[config.mk]
export PLATFORM = sky130hd
export DESIGN_NAME = nsec_type_bitmap_window
export DESIGN_NICKNAME = d
export VERILOG_FILES = /design/src/sv/nsecbw_pkg.sv /design/src/sv/nsecbw_ctrl.sv /design/src/sv/nsecbw_dpath.sv /design/src/sv/nsec_type_bitmap_window.sv
export SDC_FILE = /design/constraint.sdc
export NUM_CORES = 1
export LEC_CHECK = 0
export ABC_AREA = 0
export BUFFER_PORTS_ARGS = -buffer_cell sky130_fd_sc_hd__clkbuf_2
export CAP_MARGIN = 20
export CORE_UTILIZATION = 40
export DETAILED_ROUTE_END_ITERATION = 12
export PLACE_DENSITY = 0.55
export SYNTH_ARGS = -nofsm -noshare
export SYNTH_HDL_FRONTEND = slang
export SYNTH_SLANG_ARGS = --single-unit
[constraint.sdc]
create_clock -name clk_i -period 13.3 [get_ports clk_i]
set_input_delay 0.665 -clock clk_i [delete_from_list [all_inputs] [get_ports clk_i]]
set_output_delay 0.665 -clock clk_i [all_outputs]
set_load 0.01 [all_outputs]
[src/sv/nsecbw_pkg.sv]
// ----------------------------------------------------------------------------
// nsecbw_pkg: shared types and helpers for the NSEC type bitmap window
// Holds the window size, request codes, the control and status bundles that
// join the controller to the datapath, and small bit-counting functions.
// ----------------------------------------------------------------------------
`default_nettype none

package nsecbw_pkg;

  localparam int unsigned WINDOW_BYTES = 32;
  localparam int unsigned PTR_W        = (WINDOW_BYTES > 1) ? $clog2(WINDOW_BYTES) : 1;
  localparam int unsigned LEN_W        = 6;
  localparam int unsigned CNT_W        = 9;

  typedef enum logic [1:0] {
    REQ_SET   = 2'd0,
    REQ_CLEAR = 2'd1,
    REQ_TEST  = 2'd2,
    REQ_FETCH = 2'd3
  } req_e;

  typedef struct packed {
    logic capture;
    logic modify;
    logic scan_step;
    logic commit;
    logic out_load;
  } cmd_t;

  typedef struct packed {
    logic go_scan;
    logic scan_last;
    logic out_free;
  } status_t;

  function automatic logic [3:0] popcount8(input logic [7:0] val);
    logic [3:0] sum;
    sum = '0;
    for (int b = 0; b < 8; b++) begin
      sum = sum + {3'b000, val[b]};
    end
    return sum;
  endfunction

  // Position of the k-th set bit (from zero, ascending) within one byte.
  function automatic logic [2:0] select_bit(input logic [7:0] val, input logic [2:0] k);
    logic [3:0] seen;
    logic [2:0] pos;
    logic       got;
    seen = '0;
    pos  = '0;
    got  = 1'b0;
    for (int b = 0; b < 8; b++) begin
      if (val[b]) begin
        if (!got && seen == {1'b0, k}) begin
          pos = 3'(b);
          got = 1'b1;
        end
        seen = seen + 4'd1;
      end
    end
    return pos;
  endfunction

endpackage

`default_nettype wire

[src/sv/nsecbw_ctrl.sv]
// ----------------------------------------------------------------------------
// nsecbw_ctrl: sequencing controller for the type bitmap window
// Steps each word through modify, scan and commit if needed, and result load.
// ----------------------------------------------------------------------------
`default_nettype none

module nsecbw_ctrl (
  input  wire                 clk_i,
  input  wire                 rst_ni,
  input  wire                 in_valid_i,
  output logic                in_stall_o,
  input  nsecbw_pkg::status_t status_i,
  output nsecbw_pkg::cmd_t    cmd_o
);

  typedef enum logic [2:0] {
    ST_IDLE,
    ST_MODIFY,
    ST_SCAN,
    ST_COMMIT,
    ST_DONE
  } state_e;

  state_e state_q;
  state_e state_d;

  always_comb begin
    state_d = state_q;
    cmd_o   = '0;
    case (state_q)
      ST_IDLE: begin
        if (in_valid_i) begin
          cmd_o.capture = 1'b1;
          state_d       = ST_MODIFY;
        end
      end
      ST_MODIFY: begin
        cmd_o.modify = 1'b1;
        state_d      = status_i.go_scan ? ST_SCAN : ST_DONE;
      end
      ST_SCAN: begin
        cmd_o.scan_step = 1'b1;
        if (status_i.scan_last) begin
          state_d = ST_COMMIT;
        end
      end
      ST_COMMIT: begin
        cmd_o.commit = 1'b1;
        state_d      = ST_DONE;
      end
      ST_DONE: begin
        if (status_i.out_free) begin
          cmd_o.out_load = 1'b1;
          state_d        = ST_IDLE;
        end
      end
      default: begin
        state_d = ST_IDLE;
      end
    endcase
  end

  always_ff @(posedge clk_i or negedge rst_ni) begin
    if (!rst_ni) begin
      state_q <= ST_IDLE;
    end else begin
      state_q <= state_d;
    end
  end

  assign in_stall_o = (state_q != ST_IDLE);

  assert property (@(posedge clk_i) disable iff (!rst_ni)
    (in_valid_i && !in_stall_o) |=> (state_q == ST_MODIFY))
    else $error("accepted word did not start the modify step");

endmodule

`default_nettype wire

[src/sv/nsecbw_dpath.sv]
// ----------------------------------------------------------------------------
// nsecbw_dpath: bitmap storage, byte scanner and result register
// Holds the window bitmap and its summary, walks one byte per cycle to
// rebuild length and count or to find the n-th set type, and keeps the
// result word until the receiver takes it.
// ----------------------------------------------------------------------------
`default_nettype none

module nsecbw_dpath (
  input  wire                  clk_i,
  input  wire                  rst_ni,
  input  nsecbw_pkg::cmd_t     cmd_i,
  output nsecbw_pkg::status_t  status_o,
  input  wire  [1:0]           req_type_i,
  input  wire  [15:0]          type_code_i,
  input  wire  [7:0]           type_index_i,
  output logic                 out_valid_o,
  input  wire                  out_stall_i,
  output logic                 bit_hit_o,
  output logic                 active_o,
  output logic [7:0]           window_o,
  output logic [5:0]           octet_length_o,
  output logic [8:0]           set_count_o,
  output logic                 fetch_valid_o,
  output logic [15:0]          fetched_type_o
);

  localparam int unsigned WB    = nsecbw_pkg::WINDOW_BYTES;
  localparam int unsigned PTR_W = nsecbw_pkg::PTR_W;
  localparam int unsigned LEN_W = nsecbw_pkg::LEN_W;
  localparam int unsigned CNT_W = nsecbw_pkg::CNT_W;

  // Captured request.
  logic [1:0]        req_q;
  logic [15:0]       code_q;
  logic [7:0]        want_q;

  // Window state.
  logic [7:0]        bitmap_q [WB];
  logic [7:0]        win_q;
  logic              active_q;
  logic [LEN_W-1:0]  len_q;
  logic [CNT_W-1:0]  total_q;

  // Scan state.
  logic [PTR_W-1:0]  ptr_q;
  logic [LEN_W-1:0]  acc_len_q;
  logic [CNT_W-1:0]  acc_cnt_q;
  logic [CNT_W-1:0]  seen_q;
  logic              found_q;
  logic [PTR_W-1:0]  fbyte_q;
  logic [2:0]        fbit_q;
  logic              hit_q;

  // Result register.
  logic              out_valid_q;
  logic              out_hit_q;
  logic              out_active_q;
  logic [7:0]        out_win_q;
  logic [LEN_W-1:0]  out_len_q;
  logic [CNT_W-1:0]  out_cnt_q;
  logic              out_fvalid_q;
  logic [15:0]       out_ftype_q;

  logic [7:0]        hi;
  logic [4:0]        byte_idx;
  logic [2:0]        bit_pos;
  logic              in_range;
  logic              is_update;
  logic              lock;
  logic [7:0]        eff_win;
  logic              match;
  logic [7:0]        cur_byte;
  logic [7:0]        new_byte;
  logic [7:0]        scan_byte;
  logic [3:0]        scan_pc;
  logic [CNT_W-1:0]  seen_next;
  logic              sel_here;
  logic [2:0]        sel_pos;
  logic              is_fetch;
  logic              fetch_ok;

  assign hi        = code_q[15:8];
  assign byte_idx  = code_q[7:3];
  assign bit_pos   = code_q[2:0];
  assign in_range  = ({1'b0, byte_idx} < 6'(WB));
  assign is_update = (req_q == nsecbw_pkg::REQ_SET) || (req_q == nsecbw_pkg::REQ_CLEAR);
  assign is_fetch  = (req_q == nsecbw_pkg::REQ_FETCH);
  assign lock      = (req_q == nsecbw_pkg::REQ_SET) && !active_q;
  assign eff_win   = lock ? hi : win_q;
  assign match     = is_update && (hi == eff_win) && in_range;
  assign fetch_ok  = is_fetch && ({1'b0, want_q} < total_q);

  // The request's byte feeds the update and the test; the scan byte is the
  // one under the scan pointer.
  assign cur_byte  = in_range ? bitmap_q[byte_idx[PTR_W-1:0]] : 8'h00;
  assign new_byte  = (req_q == nsecbw_pkg::REQ_SET) ? (cur_byte | (8'h01 << bit_pos))
                                                    : (cur_byte & ~(8'h01 << bit_pos));
  assign scan_byte = bitmap_q[ptr_q];
  assign scan_pc   = nsecbw_pkg::popcount8(scan_byte);
  assign seen_next = seen_q + CNT_W'(scan_pc);
  assign sel_here  = is_fetch && !found_q && (seen_next > {1'b0, want_q});
  assign sel_pos   = nsecbw_pkg::select_bit(scan_byte, 3'(want_q - seen_q[7:0]));

  assign status_o.go_scan   = match || fetch_ok;
  assign status_o.scan_last = (ptr_q == PTR_W'(WB - 1));
  assign status_o.out_free  = !out_valid_q || !out_stall_i;

  always_ff @(posedge clk_i) begin
    if (cmd_i.capture) begin
      req_q  <= req_type_i;
      code_q <= type_code_i;
      want_q <= type_index_i;
    end
  end

  always_ff @(posedge clk_i or negedge rst_ni) begin
    if (!rst_ni) begin
      for (int i = 0; i < WB; i++) begin
        bitmap_q[i] <= 8'h00;
      end
      win_q    <= '0;
      active_q <= 1'b0;
      len_q    <= '0;
      total_q  <= '0;
    end else begin
      if (cmd_i.modify && is_update) begin
        if (lock) begin
          active_q <= 1'b1;
          win_q    <= hi;
        end
        if (match) begin
          bitmap_q[byte_idx[PTR_W-1:0]] <= new_byte;
          active_q <= 1'b1;
        end
      end
      if (cmd_i.commit && is_update) begin
        if (acc_cnt_q == '0) begin
          active_q <= 1'b0;
          len_q    <= '0;
          total_q  <= '0;
        end else begin
          len_q    <= acc_len_q;
          total_q  <= acc_cnt_q;
        end
      end
    end
  end

  always_ff @(posedge clk_i or negedge rst_ni) begin
    if (!rst_ni) begin
      found_q <= 1'b0;
      hit_q   <= 1'b0;
    end else if (cmd_i.modify) begin
      found_q <= 1'b0;
      hit_q   <= (req_q == nsecbw_pkg::REQ_TEST) && (hi == win_q) && in_range
                 && ({1'b0, byte_idx} < len_q) && cur_byte[bit_pos];
    end else if (cmd_i.scan_step && sel_here) begin
      found_q <= 1'b1;
    end
  end

  always_ff @(posedge clk_i) begin
    if (cmd_i.modify) begin
      ptr_q     <= '0;
      acc_len_q <= '0;
      acc_cnt_q <= '0;
      seen_q    <= '0;
    end else if (cmd_i.scan_step) begin
      ptr_q     <= ptr_q + PTR_W'(1);
      acc_cnt_q <= acc_cnt_q + CNT_W'(scan_pc);
      seen_q    <= seen_next;
      if (scan_byte != 8'h00) begin
        acc_len_q <= LEN_W'(ptr_q) + LEN_W'(1);
      end
      if (sel_here) begin
        fbyte_q <= ptr_q;
        fbit_q  <= sel_pos;
      end
    end
  end

  always_ff @(posedge clk_i or negedge rst_ni) begin
    if (!rst_ni) begin
      out_valid_q <= 1'b0;
    end else if (cmd_i.out_load) begin
      out_valid_q <= 1'b1;
    end else if (!out_stall_i) begin
      out_valid_q <= 1'b0;
    end
  end

  always_ff @(posedge clk_i) begin
    if (cmd_i.out_load) begin
      out_hit_q    <= hit_q;
      out_active_q <= active_q;
      out_win_q    <= win_q;
      out_len_q    <= len_q;
      out_cnt_q    <= total_q;
      out_fvalid_q <= is_fetch && found_q;
      out_ftype_q  <= (is_fetch && found_q) ? {win_q, 5'(fbyte_q), fbit_q} : 16'h0000;
    end
  end

  assign out_valid_o    = out_valid_q;
  assign bit_hit_o      = out_hit_q;
  assign active_o       = out_active_q;
  assign window_o       = out_win_q;
  assign octet_length_o = out_len_q;
  assign set_count_o    = out_cnt_q;
  assign fetch_valid_o  = out_fvalid_q;
  assign fetched_type_o = out_ftype_q;

  assert property (@(posedge clk_i) disable iff (!rst_ni)
    (total_q == '0) == (len_q == '0))
    else $error("octet length and set count disagree on an empty window");

  assert property (@(posedge clk_i) disable iff (!rst_ni)
    (total_q != '0) |-> active_q)
    else $error("window holds set types but is marked inactive");

  assert property (@(posedge clk_i) disable iff (!rst_ni)
    (len_q <= LEN_W'(WB)) && (total_q <= CNT_W'(8 * WB)))
    else $error("summary exceeds the window size");

endmodule

`default_nettype wire

[src/sv/nsec_type_bitmap_window.sv]
// ----------------------------------------------------------------------------
// nsec_type_bitmap_window: one DNSSEC NSEC type bitmap window
// Set, clear, test and ordinal fetch on a 256-type bitmap window.
// ----------------------------------------------------------------------------
// Usage:
//   Request words enter on in_valid_i / in_stall_o; result words leave on
//   out_valid_o / out_stall_i. A word moves when valid is high and stall low.
//   Each request word yields exactly one result word with the window summary
//   as it stands after the request.
//   A set or clear that hits the window, and a fetch whose ordinal exists,
//   walk the bitmap one byte per cycle before the result is loaded; a test
//   and every other request skip the scan and go to the result load.
//   One request is in work at a time; in_stall_o is high from acceptance
//   until the result is loaded into the output register, and the next word
//   can be taken in the cycle after that load.
//   A result waiting in the output register does not block the next request;
//   if the receiver stalls, the following result waits in the controller
//   until the output register is free.
//   Reset clears the bitmap, window number, length and count, and leaves the
//   block idle with no result pending.
// ----------------------------------------------------------------------------
`default_nettype none

module nsec_type_bitmap_window (
  input  wire         clk_i,
  input  wire         rst_ni,
  input  wire         in_valid_i,
  output logic        in_stall_o,
  input  wire  [1:0]  req_type_i,
  input  wire  [15:0] type_code_i,
  input  wire  [7:0]  type_index_i,
  output logic        out_valid_o,
  input  wire         out_stall_i,
  output logic        bit_hit_o,
  output logic        active_o,
  output logic [7:0]  window_o,
  output logic [5:0]  octet_length_o,
  output logic [8:0]  set_count_o,
  output logic        fetch_valid_o,
  output logic [15:0] fetched_type_o
);

  nsecbw_pkg::cmd_t    cmd;
  nsecbw_pkg::status_t status;

  nsecbw_ctrl u_ctrl (
    .clk_i      (clk_i),
    .rst_ni     (rst_ni),
    .in_valid_i (in_valid_i),
    .in_stall_o (in_stall_o),
    .status_i   (status),
    .cmd_o      (cmd)
  );

  nsecbw_dpath u_dpath (
    .clk_i          (clk_i),
    .rst_ni         (rst_ni),
    .cmd_i          (cmd),
    .status_o       (status),
    .req_type_i     (req_type_i),
    .type_code_i    (type_code_i),
    .type_index_i   (type_index_i),
    .out_valid_o    (out_valid_o),
    .out_stall_i    (out_stall_i),
    .bit_hit_o      (bit_hit_o),
    .active_o       (active_o),
    .window_o       (window_o),
    .octet_length_o (octet_length_o),
    .set_count_o    (set_count_o),
    .fetch_valid_o  (fetch_valid_o),
    .fetched_type_o (fetched_type_o)
  );

endmodule

`default_nettype wire

==> out/summary.log <==
qor: setup_path.worst_ep_arrival 8580 ps
qor: floorplanning.die_width 230 um
qor: yosys.netlist_area 20800 um2
qor: yosys.syn-num-nets 1559
qor: setup_path.worst_setup_path_type reg -> reg
qor: routing.drt.antenna.violating_nets 0
qor: yosys.ffs_latches_synth 391
qor: global_routing.grt.total_usage 21.7%
qor: sta.post-route-period-util 62.4%
qor: yosys.flip_flop_cell_with_the_highest_count_after_synthesis sky130_fd_sc_hd__dfrtp_1
qor: global_routing.via_count_of_the_first_global_routing_pass 13400
qor: cts.cts_inserted_buffers 46
qor: layout.area_growth_syn_to_layout 13.0%
qor: setup_path.critPathMaxStageDelay 740 ps
qor: setup_path.r2r_start u_dpath.ptr_q[1]$_SDFFE_PP0P_
qor: layout.stdcell_count 2255
qor: setup_path.reg2regPathDepth 27
qor: cts.cts_hold_repair.buffers 0
qor: sta.final.setup.tns 0 ps
qor: yosys.synth_enable_flop_cells 76
qor: cts.ctsRootBufferMaster sky130_fd_sc_hd__clkbuf_16
qor: layout.layout-drive-gt1-share 40.0%
qor: cts.post_cts.repair.setup_buffers 0
qor: yosys.yosysUniqueCellTypes 73
qor: sta.setup_viol_count_final 0
qor: setup_path.cp-start-kind flip-flop
qor: floorplanning.io-pin-count 74
qor: cts.cts_htree_levels 2
qor: routing.route.final.wire_length 56000 um
qor: yosys.synth_cells 1483
qor: layout.nFillCells 4587
qor: floorplanning.design.core.area 51300 um2
qor: sta.finalWorstPathRequiredPeriod 8300 ps
qor: sta.max_freq 121 MHz
qor: sta.timing.clock.skew 26.1 ps
qor: global_routing.antenna_found_initial 0
qor: setup_path.critPathCaptureType flip-flop
qor: yosys.share_of_synthesized_area_occupied_by_flip_flops_and_latches 48.2%
qor: pwr.total_leakage_power 10.2 nW
qor: setup_path.reg2reg_slack 5000 ps
qor: routing.avgRoutedWirePerCell 24.8 um
qor: setup_path.crit_slowest_cell sky130_fd_sc_hd__buf_4
qor: cts.worst_path_clk_slew 60 ps
qor: cts.cts_buffer_depth 3
qor: pwr.seq_power_share 41.6%
qor: global_routing.grt_overflow_total 0
qor: routing.vias_per_cell 5.75
qor: yosys.yosys_warnings 0
qor: pwr.power.share.clock 39.4%
qor: yosys.ys_async_rst_share 73.1%
qor: hold_path.worst_hold_path_type in -> async
qor: layout.leading_cell_types_in_the_layout_fill_and_taps_excluded sky130_fd_sc_hd__dfrtp_1, sky130_fd_sc_hd__mux2_2, sky130_fd_sc_hd__mux4_2, sky130_fd_sc_hd__edfxtp_1, sky130_fd_sc_hd__nand2_1
qor: layout.area_of_the_multi_input_gates 10200 um2
qor: pwr.powerDensity 144 nW/um2
qor: setup_path.path_delay_family adder cells
qor: yosys.syn-mean-instance-area 14.0 um2
qor: floorplanning.die_area 52800 um2
qor: job.max-cap-violations 0
qor: floorplanning.start_util 40.5%
qor: pwr.net-switching-power 0.977 mW
qor: layout.layout_commonest_cell sky130_fd_sc_hd__dfrtp_1
qor: routing.drc_errors 0
qor: layout.register_area 10000 um2
qor: setup_path.r2r_endpoint u_dpath.fbyte_q[0]$_DFFE_PP_
qor: setup_path.critPathMostFrequentCell sky130_fd_sc_hd__inv_1
qor: placed_design.dp_cells 2170
qor: sta.rsz0062_at_grt no
qor: setup_path.critical_path_buf_inv_count 7
qor: floorplanning.row_count 83
qor: placed_design.input_output_buffers 73
qor: cts.clkLatencyLatePin 570 ps
qor: setup_path.timing.critical_path.fanout_max 53
qor: layout.antenna_cells 0
qor: sta.slew_viol_final 0
qor: pwr.internal_power 2.39 mW
qor: pwr.p_comb_share 19.1%
qor: layout.finalNetCount 1616
qor: cts.tritoncts built
qor: sta.slew-limit-headroom 23.7%
qor: pwr.vdd_drop_max 0.0954 mV
qor: cts.clock-sinks 391
qor: global_routing.grt_start_max_net_pins 123
qor: routing.via_count 13000
qor: routing.dr.pass1.iters 5
qor: routing.initialDrtViolationCount 820
qor: outcome.status completed
qor: pwr.power.switching_fraction 29.0%
qor: sta.finalHoldViolCount 0
qor: cts.cts_resized 0
qor: placed_design.gp_congestion 0.811
qor: global_routing.grt_first_pass_wirelength 86200 um
qor: setup_path.timing.critical_path.required 13580 ps
qor: placed_design.dp.final_hpwl 37800 um
qor: floorplanning.die_height 230 um
qor: sta.worst-slew-pin-transition 1140 ps
-- flip-flops by register name, indices dropped and copies added, names as in the netlist, 6 cells and up --
| register | flops |
|---|---|
| u_dpath.bitmap_q | 256 |
| u_dpath.code_q | 16 |
| u_dpath.fetched_type_o | 16 |
| u_dpath.acc_cnt_q | 9 |
| u_dpath.seen_q | 9 |
| u_dpath.set_count_o | 9 |
| u_dpath.total_q | 9 |
| u_dpath.want_q | 8 |
| u_dpath.win_q | 8 |
| u_dpath.window_o | 8 |
| u_dpath.acc_len_q | 6 |
| u_dpath.len_q | 6 |
| u_dpath.octet_length_o | 6 |
-- worst max path at each step --
stage                     cells past startpoint  slack (ps)                           from                           end
after CTS                                    26        4720  u_dpath.ptr_q[1]$_SDFFE_PP0P_   u_dpath.fbit_q[2]$_DFFE_PP_
after global placement                       26        4890  u_dpath.ptr_q[1]$_SDFFE_PP0P_  u_dpath.fbyte_q[1]$_DFFE_PP_
final                                        27        5000  u_dpath.ptr_q[1]$_SDFFE_PP0P_  u_dpath.fbyte_q[0]$_DFFE_PP_
after global routing                         27        4450  u_dpath.ptr_q[1]$_SDFFE_PP0P_  u_dpath.fbyte_q[0]$_DFFE_PP_
after floorplan                              29        4930  u_dpath.ptr_q[1]$_SDFFE_PP0P_   u_dpath.fbit_q[0]$_DFFE_PP_
after detailed placement                     26        4720  u_dpath.ptr_q[1]$_SDFFE_PP0P_   u_dpath.fbit_q[2]$_DFFE_PP_
-- power by group through the flow --
stage,sequential [mW],clock (mW),combinational [mW]
2_1_floorplan,1.40,0,0.462
3_3_place_gp,1.42,0,0.645
3_5_place_dp,1.42,0,0.649
4_1_cts,1.40,1.36,0.652
5_1_grt,1.41,1.40,0.704
6_report,1.40,1.33,0.643
-- per-stage QoR --
stage	util, %	power (mW)	worst slack [ps]	hold slack (ps)	area (um2)
6_report	45.7	3.37	5000	188	23500
5_1_grt	45.7	3.52	4450	243	23500
4_1_cts	45.7	3.41	4720	231	23500
3_5_place_dp	42.6	2.07	4720	409	21900
3_3_place_gp	42.6	2.07	4890	410	21800
2_1_floorplan	-	1.86	4930	369	20800
-- cell usage after synthesis (18+ instances only) --
cell type                    n  share of area, %
sky130_fd_sc_hd__nand3_1    21              0.51
sky130_fd_sc_hd__edfxtp_1   76                11
sky130_fd_sc_hd__nor2_1     75               1.4
sky130_fd_sc_hd__xnor2_1    35               1.5
sky130_fd_sc_hd__inv_1      43              0.78
sky130_fd_sc_hd__a21oi_1    26              0.63
sky130_fd_sc_hd__mux2_2    270                15
sky130_fd_sc_hd__xor2_1     18              0.76
sky130_fd_sc_hd__mux4_2    142                15
sky130_fd_sc_hd__dfxtp_1    29               2.8
sky130_fd_sc_hd__clkbuf_1   64               1.2
sky130_fd_sc_hd__ha_1       39               2.3
sky130_fd_sc_hd__nand2_1    74               1.3
sky130_fd_sc_hd__mux2i_1    51               2.5
sky130_fd_sc_hd__dfrtp_1   286                34
sky130_fd_sc_hd__and2_1     20              0.60
-- cells by family after synthesis --
| group | Yosys count | synth area share (%) |
|---|---|---|
| xor+xnor | 56 | 2.56 |
| simple gates | 265 | 6.04 |
| compound gates | 111 | 3.82 |
| flops | 391 | 48.2 |
| mux | 471 | 33.2 |
| fa+ha+maj | 46 | 3.02 |
| buf+inv | 143 | 3.08 |
-- final cells by class --
| class | instances | share of cell area, % |
|---|---|---|
| multi-input combinational | 949 | 43.4 |
| clock inverter | 21 | 1.25 |
| timing repair buffer | 107 | 2.70 |
| inverter | 45 | 0.720 |
| clock buffer | 62 | 5.54 |
| tap | 680 | 3.63 |
| sequential | 391 | 42.7 |
-- metal layers --
| layer | share of wire [%] | vias up | track usage, % |
|---|---|---|---|
| met5 | 0 | - | 0 |
| met4 | 2.9 | 0 | 7.06 |
| met3 | 4.7 | 111 | 2.98 |
| met2 | 47 | 381 | 34.8 |
| met1 | 45 | 6791 | 30.3 |
| li1 | - | 5675 | - |
Power figures use the tool's default switching activity.
